**src/rtl/mtsm_pkg.sv**
```systemverilog
`timescale 1ns / 1ps

package mtsm_pkg;

    // Window and timeout, in sample ticks
    localparam logic [6:0]  WindowLen   = 7'd100;
    localparam logic [5:0]  IdleTimeout = 6'd50;

    // Counter value requested on reload
    localparam logic [15:0] Baseline    = 16'd32760;

    // 60 s/min * 1000 Hz/kHz
    localparam logic [15:0] RpmScale    = 16'd60000;

    // Register indexes of the configuration port
    localparam logic CfgLineCount = 1'b0;
    localparam logic CfgTickKhz   = 1'b1;

    localparam logic [15:0] LineCountRst = 16'd500;
    localparam logic [15:0] TickKhzRst   = 16'd1;

    // Quotient bits produced by the divider; anything at or above 2**QuoBits saturates
    localparam int unsigned QuoBits = 17;
    localparam int unsigned CntW    = $clog2(QuoBits);

    localparam int unsigned NumW = 48;
    localparam int unsigned DenW = 26;

    localparam logic [15:0] SpeedMax = 16'h7FFF;
    localparam logic [15:0] SpeedMin = 16'h8000;

    typedef struct packed {
        logic        reload;
        logic [15:0] pulses;
        logic [7:0]  period;
    } t_meas;

    typedef enum logic [2:0] {
        SQ_IDLE,
        SQ_MUL_A,
        SQ_MUL_B,
        SQ_MUL_C,
        SQ_CHECK,
        SQ_DIV,
        SQ_DONE
    } t_sq_state;

endpackage

```
**src/rtl/mt_encoder_speed_measure_core.sv**
```systemverilog
`timescale 1ns / 1ps

// M/T encoder speed measurement.
// Input channel: one beat per sample tick carries the quadrature counter value
// (i_encoder_count). Output channel: one beat per input beat with the signed
// speed in r/min, a request to reload the counter to its baseline, and a flag
// for a zero latched period.
// Configuration: i_cfg_we writes line count (index 0) or tick rate in kHz
// (index 1) at once; write only while no beat is in flight.
// Path: a normal tick takes three passes through the shared multiplier and
// seventeen restoring divide steps; a quotient too large for 17 bits skips the
// divide and saturates, and a zero period or a zero line count goes straight
// to the result. A new input beat is taken once the previous result has moved
// into the output register, so only one tick is in flight at a time.
// Stall: if the receiver holds i_out_ready low, the finished result waits in
// the divider and o_in_ready stays low until the output register frees up.
// Reset: registers return to 500 lines and 1 kHz, the window is marked
// complete, the latched period and pulse count are cleared, no beat is valid.

module mt_encoder_speed_measure_core (
    input  logic        i_clk,
    input  logic        i_rst_n,
    input  logic        i_cfg_we,
    input  logic        i_cfg_idx,
    input  logic [15:0] i_cfg_data,
    input  logic        i_in_valid,
    output logic        o_in_ready,
    input  logic [15:0] i_encoder_count,
    output logic        o_out_valid,
    input  logic        i_out_ready,
    output logic [15:0] o_speed_rpm,
    output logic        o_reload_counter,
    output logic        o_no_period
);
    import mtsm_pkg::*;

    logic [15:0] r_line_count;
    logic [15:0] r_tick_khz;
    logic        r_busy;
    logic        r_start;
    logic        r_out_valid;
    logic [15:0] r_speed;
    logic        r_reload;
    logic        r_noper;

    logic        in_acc;
    logic        take;
    logic        done;
    logic [15:0] speed;
    logic        noper;
    t_meas       meas;

    assign o_in_ready = !r_busy;
    assign in_acc     = i_in_valid && !r_busy;
    assign take       = done && (!r_out_valid || i_out_ready);

    always_ff @(posedge i_clk) begin
        if (!i_rst_n) begin
            r_line_count <= LineCountRst;
            r_tick_khz   <= TickKhzRst;
        end else if (i_cfg_we) begin
            unique case (i_cfg_idx)
                CfgLineCount: r_line_count <= i_cfg_data;
                CfgTickKhz:   r_tick_khz   <= i_cfg_data;
                default:      r_line_count <= r_line_count;
            endcase
        end
    end

    mtsm_window u_window (
        .i_clk    (i_clk),
        .i_rst_n  (i_rst_n),
        .i_update (in_acc),
        .i_count  (i_encoder_count),
        .o_meas   (meas)
    );

    mtsm_speed_unit u_speed (
        .i_clk        (i_clk),
        .i_rst_n      (i_rst_n),
        .i_start      (r_start),
        .i_meas       (meas),
        .i_line_count (r_line_count),
        .i_tick_khz   (r_tick_khz),
        .i_take       (take),
        .o_done       (done),
        .o_speed      (speed),
        .o_no_period  (noper)
    );

    always_ff @(posedge i_clk) begin
        if (!i_rst_n) begin
            r_busy      <= 1'b0;
            r_start     <= 1'b0;
            r_out_valid <= 1'b0;
        end else begin
            r_start <= in_acc;
            if (in_acc) begin
                r_busy <= 1'b1;
            end else if (take) begin
                r_busy <= 1'b0;
            end
            if (take) begin
                r_out_valid <= 1'b1;
            end else if (i_out_ready) begin
                r_out_valid <= 1'b0;
            end
        end
    end

    // Hold the output beat until the receiver takes it
    always_ff @(posedge i_clk) begin
        if (take) begin
            r_speed  <= speed;
            r_reload <= meas.reload;
            r_noper  <= noper;
        end
    end

    assign o_out_valid      = r_out_valid;
    assign o_speed_rpm      = r_speed;
    assign o_reload_counter = r_reload;
    assign o_no_period      = r_noper;

endmodule

```
**src/rtl/mtsm_window.sv**
```systemverilog
`timescale 1ns / 1ps

module mtsm_window (
    input  logic                i_clk,
    input  logic                i_rst_n,
    input  logic                i_update,
    input  logic [15:0]         i_count,
    output mtsm_pkg::t_meas     o_meas
);
    import mtsm_pkg::*;

    logic [6:0]  r_wt,     n_wt;
    logic [6:0]  r_lead,   n_lead;
    logic [5:0]  r_trail,  n_trail;
    logic [7:0]  r_period, n_period;
    logic [15:0] r_ref,    n_ref;
    logic [15:0] r_pulses, n_pulses;
    logic        r_reload, n_reload;

    logic        cnt_eq;
    logic        win_done;
    logic [5:0]  trail_inc;
    logic        do_latch;
    logic [7:0]  latch_per;
    logic [6:0]  wt_mid;

    always_comb begin
        n_lead    = r_lead;
        n_trail   = r_trail;
        n_period  = r_period;
        n_ref     = r_ref;
        n_pulses  = r_pulses;
        n_reload  = 1'b0;
        do_latch  = 1'b0;
        latch_per = r_period;
        wt_mid    = r_wt;
        cnt_eq    = (i_count == r_ref);
        win_done  = (r_wt == WindowLen);
        trail_inc = r_trail + 6'd1;

        if (cnt_eq) begin
            if (win_done) begin
                n_trail = trail_inc;
                if (trail_inc > IdleTimeout) begin
                    do_latch  = 1'b1;
                    latch_per = {1'b0, WindowLen} - {1'b0, r_lead} + {2'b00, trail_inc} - 8'd1;
                end
            end else begin
                n_lead = r_lead + 7'd1;
            end
        end else if (win_done) begin
            do_latch  = 1'b1;
            latch_per = {1'b0, WindowLen} - {1'b0, r_lead} + {2'b00, r_trail};
        end

        // Latch the finished measurement and restart from the baseline
        if (do_latch) begin
            n_period = latch_per;
            n_pulses = r_ref - Baseline;
            wt_mid   = 7'd0;
            n_lead   = 7'd0;
            n_trail  = 6'd0;
            n_ref    = Baseline;
            n_reload = 1'b1;
        end

        n_wt = wt_mid;
        if (wt_mid < WindowLen) begin
            n_wt = wt_mid + 7'd1;
            if (n_wt == WindowLen) begin
                n_ref = i_count;
            end
        end
    end

    always_ff @(posedge i_clk) begin
        if (!i_rst_n) begin
            r_wt     <= WindowLen;
            r_lead   <= '0;
            r_trail  <= '0;
            r_period <= '0;
            r_ref    <= '0;
            r_pulses <= '0;
            r_reload <= 1'b0;
        end else if (i_update) begin
            r_wt     <= n_wt;
            r_lead   <= n_lead;
            r_trail  <= n_trail;
            r_period <= n_period;
            r_ref    <= n_ref;
            r_pulses <= n_pulses;
            r_reload <= n_reload;
        end
    end

    assign o_meas.reload = r_reload;
    assign o_meas.pulses = r_pulses;
    assign o_meas.period = r_period;

endmodule

```
**src/rtl/mtsm_speed_unit.sv**
```systemverilog
`timescale 1ns / 1ps

module mtsm_speed_unit (
    input  logic                i_clk,
    input  logic                i_rst_n,
    input  logic                i_start,
    input  mtsm_pkg::t_meas     i_meas,
    input  logic [15:0]         i_line_count,
    input  logic [15:0]         i_tick_khz,
    input  logic                i_take,
    output logic                o_done,
    output logic [15:0]         o_speed,
    output logic                o_no_period
);
    import mtsm_pkg::*;

    t_sq_state r_state, n_state;

    logic [NumW-1:0]   r_num;
    logic [DenW-1:0]   r_den;
    logic [NumW-1:0]   r_rem;
    logic [NumW-1:0]   r_dsr;
    logic [QuoBits-1:0] r_quo;
    logic [CntW-1:0]   r_cnt;
    logic              r_ovf;
    logic              r_noper;

    logic              neg;
    logic [15:0]       mag;
    logic              skip;
    logic [31:0]       mul_a;
    logic [15:0]       mul_b;
    logic [NumW-1:0]   product;
    logic              ovf_hit;
    logic [NumW:0]     trial;
    logic              fits;
    logic [15:0]       neg_q;

    assign neg  = i_meas.pulses[15];
    assign mag  = neg ? (16'd0 - i_meas.pulses) : i_meas.pulses;
    assign skip = (i_meas.period == 8'd0) || (i_line_count == 16'd0);

    // Shared multiplier, one product per cycle
    assign product = NumW'(mul_a) * NumW'(mul_b);

    assign ovf_hit = r_num >= {{(NumW-DenW-QuoBits){1'b0}}, r_den, {QuoBits{1'b0}}};
    assign trial   = {1'b0, r_rem} - {1'b0, r_dsr};
    assign fits    = !trial[NumW];

    always_comb begin
        n_state = r_state;
        unique case (r_state)
            SQ_IDLE:  if (i_start) n_state = skip ? SQ_DONE : SQ_MUL_A;
            SQ_MUL_A: n_state = SQ_MUL_B;
            SQ_MUL_B: n_state = SQ_MUL_C;
            SQ_MUL_C: n_state = SQ_CHECK;
            SQ_CHECK: n_state = ovf_hit ? SQ_DONE : SQ_DIV;
            SQ_DIV:   if (r_cnt == '0) n_state = SQ_DONE;
            SQ_DONE:  if (i_take) n_state = SQ_IDLE;
            default:  n_state = SQ_IDLE;
        endcase
    end

    always_comb begin
        mul_a  = '0;
        mul_b  = '0;
        o_done = 1'b0;
        unique case (r_state)
            SQ_MUL_A: begin
                mul_a = {16'd0, i_tick_khz};
                mul_b = mag;
            end
            SQ_MUL_B: begin
                mul_a = r_num[31:0];
                mul_b = RpmScale;
            end
            SQ_MUL_C: begin
                mul_a = {14'd0, i_line_count, 2'b00};
                mul_b = {8'd0, i_meas.period};
            end
            SQ_DONE:  o_done = 1'b1;
            default: begin
                mul_a = '0;
            end
        endcase
    end

    always_ff @(posedge i_clk) begin
        if (!i_rst_n) begin
            r_state <= SQ_IDLE;
        end else begin
            r_state <= n_state;
        end
    end

    always_ff @(posedge i_clk) begin
        case (r_state)
            SQ_IDLE: begin
                if (i_start) begin
                    r_noper <= (i_meas.period == 8'd0);
                    r_quo   <= '0;
                    r_ovf   <= 1'b0;
                end
            end
            SQ_MUL_A, SQ_MUL_B: r_num <= product;
            SQ_MUL_C: r_den <= product[DenW-1:0];
            SQ_CHECK: begin
                r_ovf <= ovf_hit;
                r_rem <= r_num;
                r_dsr <= {{(NumW-DenW-QuoBits+1){1'b0}}, r_den, {(QuoBits-1){1'b0}}};
                r_cnt <= CntW'(QuoBits - 1);
            end
            SQ_DIV: begin
                if (fits) begin
                    r_rem <= trial[NumW-1:0];
                end
                r_quo <= {r_quo[QuoBits-2:0], fits};
                r_dsr <= r_dsr >> 1;
                r_cnt <= r_cnt - 1'b1;
            end
            default: begin
            end
        endcase
    end

    // Truncated quotient, signed and clamped to 16 bits
    assign neg_q = 16'd0 - r_quo[15:0];

    always_comb begin
        if (neg) begin
            if (r_ovf || r_quo[16] || (r_quo[15] && (r_quo[14:0] != '0))) begin
                o_speed = SpeedMin;
            end else begin
                o_speed = neg_q;
            end
        end else begin
            if (r_ovf || r_quo[16] || r_quo[15]) begin
                o_speed = SpeedMax;
            end else begin
                o_speed = r_quo[15:0];
            end
        end
    end

    assign o_no_period = r_noper;

endmodule

```
**config.mk**
```make
export PLATFORM = sky130hd
export DESIGN_NAME = mt_encoder_speed_measure_core
export DESIGN_NICKNAME = d
export VERILOG_FILES = /design/src/rtl/mtsm_pkg.sv /design/src/rtl/mt_encoder_speed_measure_core.sv /design/src/rtl/mtsm_window.sv /design/src/rtl/mtsm_speed_unit.sv
export SDC_FILE = /design/constraint.sdc
export NUM_CORES = 2
export LEC_CHECK = 0
export BUFFER_PORTS_ARGS = -buffer_cell sky130_fd_sc_hd__clkbuf_2
export CAP_MARGIN = 20
export CORE_ASPECT_RATIO = 1.75
export CORE_UTILIZATION = 59
export DETAILED_ROUTE_END_ITERATION = 8
export GPL_TIMING_DRIVEN = 0
export PLACE_DENSITY = 0.81
export SYNTH_ARGS = -nofsm -noshare
export SYNTH_HDL_FRONTEND = slang
export SYNTH_HIERARCHICAL = 1
export SYNTH_SLANG_ARGS = --single-unit
```
**constraint.sdc**
```tcl
create_clock -name i_clk -period 9.26 [get_ports i_clk]
set_clock_uncertainty 0.05 [all_clocks]
set_input_delay 2.778 -clock i_clk [delete_from_list [all_inputs] [get_ports i_clk]]
set_output_delay 2.778 -clock i_clk [all_outputs]
set_load 0.05 [all_outputs]
```
==> results by group <==
Setup path
  • CP Buf/Inv Count: 7
  • WP data arrival: 9.14 ns
  • Crit end category: flip-flop
  • Critical Path Source Type: flip-flop
  • Crit path max fanout: 10
  • Cell mode on critical path: fa_1
  • Crit path launch: u_speed/r_state[2]$_SDFFE_PN0P_
  • Reg2reg start: u_speed/r_state[2]$_SDFFE_PN0P_
  • CP max-delay cell: clkbuf_1
  • Worst setup path class: flip-flop to flip-flop
  • Max incr delay on CP: 0.59 ns
  • CP required: 9.48 ns
  • Family with the most delay on the worst path: adder cells

GRT
  • Vias in the first global route: 27410
  • Largest net degree at the start of global routing: 39
  • Gr usage total: 0.3250
  • Global route total overflow: 0
  • Initial antenna violation count: 0
  • First-pass GRT wire length: ~140000 um

Floorplanning
  • DIE WIDTH: 179.7 um
  • Die Height: 313.0 um
  • CORE AREA: 0.05443 mm2
  • Starting Density: 0.5992
  • Ports: 58
  • Rows: 113
  • Total die area: 0.05627 mm2

Synth
  • Post-synth EDFFs: 206
  • Synth Area in Simple Gates: 0.1459
  • Synth Cell Area: 0.03262 mm2
  • Most used standard cell by instance count after synthesis: inv_1
  • Yosys top cell area share: 0.2584
  • Mapped Avg Cell Area: 9.196 um2
  • Post-Synthesis Cells: 3547
  • Mux cell area share after synthesis: 0.01692
  • Sequential cell area fraction in the yosys report: 0.2504
  • Syn. warnings: 6
  • Ys async rst share: 0
  • Area share of fa/ha/maj cells after synthesis: 0.3405
  • Synth top area cells: fa_1 (26%), edfxtp_1 (19%), ha_1 (8.2%)
  • Yosys reg bits: around 310
  • Cell variety after synth: 93
  • Yosys top cell by area: fa_1
  • Top post-synthesis cells by count: inv_1 (658), nand2_1 (427), fa_1 (421)
  • Main synth FF type: edfxtp_1
  • Largest family of logic cells by synthesized area: adder cells
  • Post-synthesis compound-gate area fraction: 0.1091
  • XOR/XNOR Fraction of Synth Area: 0.04108

Route
  • DRC: 8
  • First DRT Iteration DRCs: 1831
  • DRT Pass-1 Iters: 8
  • Vias per Instance: 5.762
  • WL final: 88640 um
  • ANT nets after route: 0
  • Vias: ~26000
  • Post-DR wirelength/cell: 19.74 um

Clock network
  • Max H-tree Level: 2
  • TritonCTS buffer count: 34
  • Clk pin slew, worst setup/hold paths: 0.06 ns
  • Hold-fix buffers, CTS: 0
  • CTS tree: yes
  • Root Buffer: clkbuf_16
  • CTS max path bufs: 3
  • Clk sinks: between 300 and 400
  • Clk_lat worst skew: ~0.54 ns

Timing
  • Worst slew margin: 0.2109
  • Final setup fails: 0
  • Fin. Hold Viols: 0
  • Final WS setup: 0.3386 ns
  • Fin. max-slew vios: 0
  • Worst hold slack: 0.4114 ns
  • Tcrit/Tclk final: 0.9634
  • Slew @ Worst Pin: around 1.2 ns
  • Period minus WS final: approximately 8.9 ns
  • Fmax: 0.1121 GHz

Place
  • Final Wtd Congestion: 0.9804
  • Hpwl dp: just over 70000 um
  • DP Worst Slack: -0.5347 ns
  • Dpl cells: 4429
  • Port bufs: 57
  • Post-DP Area: 0.03436 mm2

Finish
  • Seq. cell area: 0.008168 mm2
  • Design Area, Final: between 0.03 and 0.04 mm2
  • Layout area overhead: 9.724%
  • Post-Layout Cell Count: 4490
  • Layout cells sized above 1: 0.06370
  • Layout fillers: 4293
  • Nets: 4448
  • Multi-input logic area: 0.02198 mm2

Outcome
  • Outcome: finished, violations left
  • Failing checks: DRC

Hold path
  • Hold_sp: u_speed/o_no_period$_DFFE_PP_
  • Worst hold path class: flip-flop to flip-flop

Flow run
  • MaxCap Viol Count: 0
[cell type report]
| cell class | count | share of cell area |
|---|---|---|
| multi-input cells | 2565 | 0.6143 |
| flip-flops and latches | 305 | 0.2282 |
| inverters | 659 | 0.06912 |
| clock buffers | 43 | 0.02674 |
| well taps | 690 | 0.02412 |
| plain buffers | 144 | 0.01916 |
| repair buffers | 66 | 0.01105 |
| clock inverters | 17 | 0.007272 |
| diodes | 1 | 0.00006992 |
[metal layers]
metal	GRT usage	part of all wire	vias up
met1	0.3240	0.33	12610
met2	0.5921	0.51	989
met4	0.2849	0.11	0
met3	0.04380	0.054	437
met5	0	0	-
li1	-	-	11840
[stage by stage]
stage / TNS (ns) / utilization
2_1_floorplan: 0 / -
3_3_place_gp: -19.04 / 0.6293
3_5_place_dp: -3.972 / 0.6313
4_1_cts: 0 / 0.6548
5_1_grt: -0.02360 / 0.6574
6_report: 0 / 0.6575
[cell families after synthesis]
family / count (synthesis)
xor+xnor: 153
flops: 305
mux: 54
other cells: 2
buf+inv: 807
compound gates: 567
simple gates: 1024
fa+ha+maj: 635
[worst register-to-register path, cell delays in order, from the launching register on]
cell	delay, ns
dfxtp_1	0.32
clkbuf_1	0.38
clkbuf_1	0.47
clkbuf_1	0.53
clkbuf_1	0.59
nor3_1	0.23
fa_1	0.57
fa_1	0.53
fa_1	0.54
fa_1	0.53
fa_1	0.55
inv_1	0.06
fa_1	0.55
inv_1	0.05
ha_1	0.38
and3_1	0.23
or3b_1	0.40
or3_1	0.32
o32a_1	0.34
o211ai_1	0.15
a221oi_2	0.09
buf_4	0.16
o21ba_1	0.19
o21a_1	0.20
o21ai_1	0.15
xnor2_1	0.08
[repair_timing]
| action | 4_1_cts | 5_1_grt |
|---|---|---|
| resized for setup | 22 | 67 |
| pin swaps | 0 | 3 |
| endpoints found under the hold margin | 0 | 0 |
| setup buffers | 0 | 4 |
| endpoints found under the setup margin | 15 | 18 |
[state kept, by name (all words and copies together), names as in the netlist, 8 cells and up]
| name | count |
|---|---|
| o_speed_rpm | 16 |
| r_line_count | 16 |
| r_tick_khz | 16 |
| u_speed/r_den | 26 |
| u_speed/r_dsr | 42 |
| u_speed/r_num | 48 |
| u_speed/r_quo | 17 |
| u_speed/r_rem | 48 |
| u_window/r_period | 8 |
| u_window/r_pulses | 16 |
| u_window/r_ref | 16 |
[cells in the final DEF, fill, tap and decap left out, types with 18 or more instances in the layout]
master,netlist,layout
or3_1,23,23
nor2b_1,25,23
nand2b_1,19,19
ha_1,214,214
clkbuf_2,0,83
and3_1,52,52
xor2_1,76,75
o21ai_1,28,24
a21o_1,75,75
conb_1,2,132
nand2_1,427,421
a211oi_1,28,28
o21ai_0,142,141
clkbuf_1,118,91
a21oi_1,137,131
mux2i_1,45,45
and2_1,23,23
fa_1,421,421
xnor2_1,77,77
inv_1,658,658
nor3_1,57,54
edfxtp_1,206,206
clkbuf_16,0,36
nand4_1,30,30
o21a_1,19,19
o211ai_1,19,19
a31oi_1,18,18
dfxtp_1,99,99
nor2_1,249,243
nand3_1,44,44
[path summary, 6_finish.rpt]
path	endpoint	slack (ns)	cells after the start
worst max-delay path	u_speed/r_num[47]$_DFFE_PP_	0.34	25
worst min-delay path	o_no_period$_DFFE_PP_	0.41	0
worst max register to register	u_speed/r_num[47]$_DFFE_PP_	0.34	25
worst min register to register	o_no_period$_DFFE_PP_	0.41	0
Power is not shown: default switching activity piles up to over one toggle a cycle in this logic, so the estimate is an artifact.
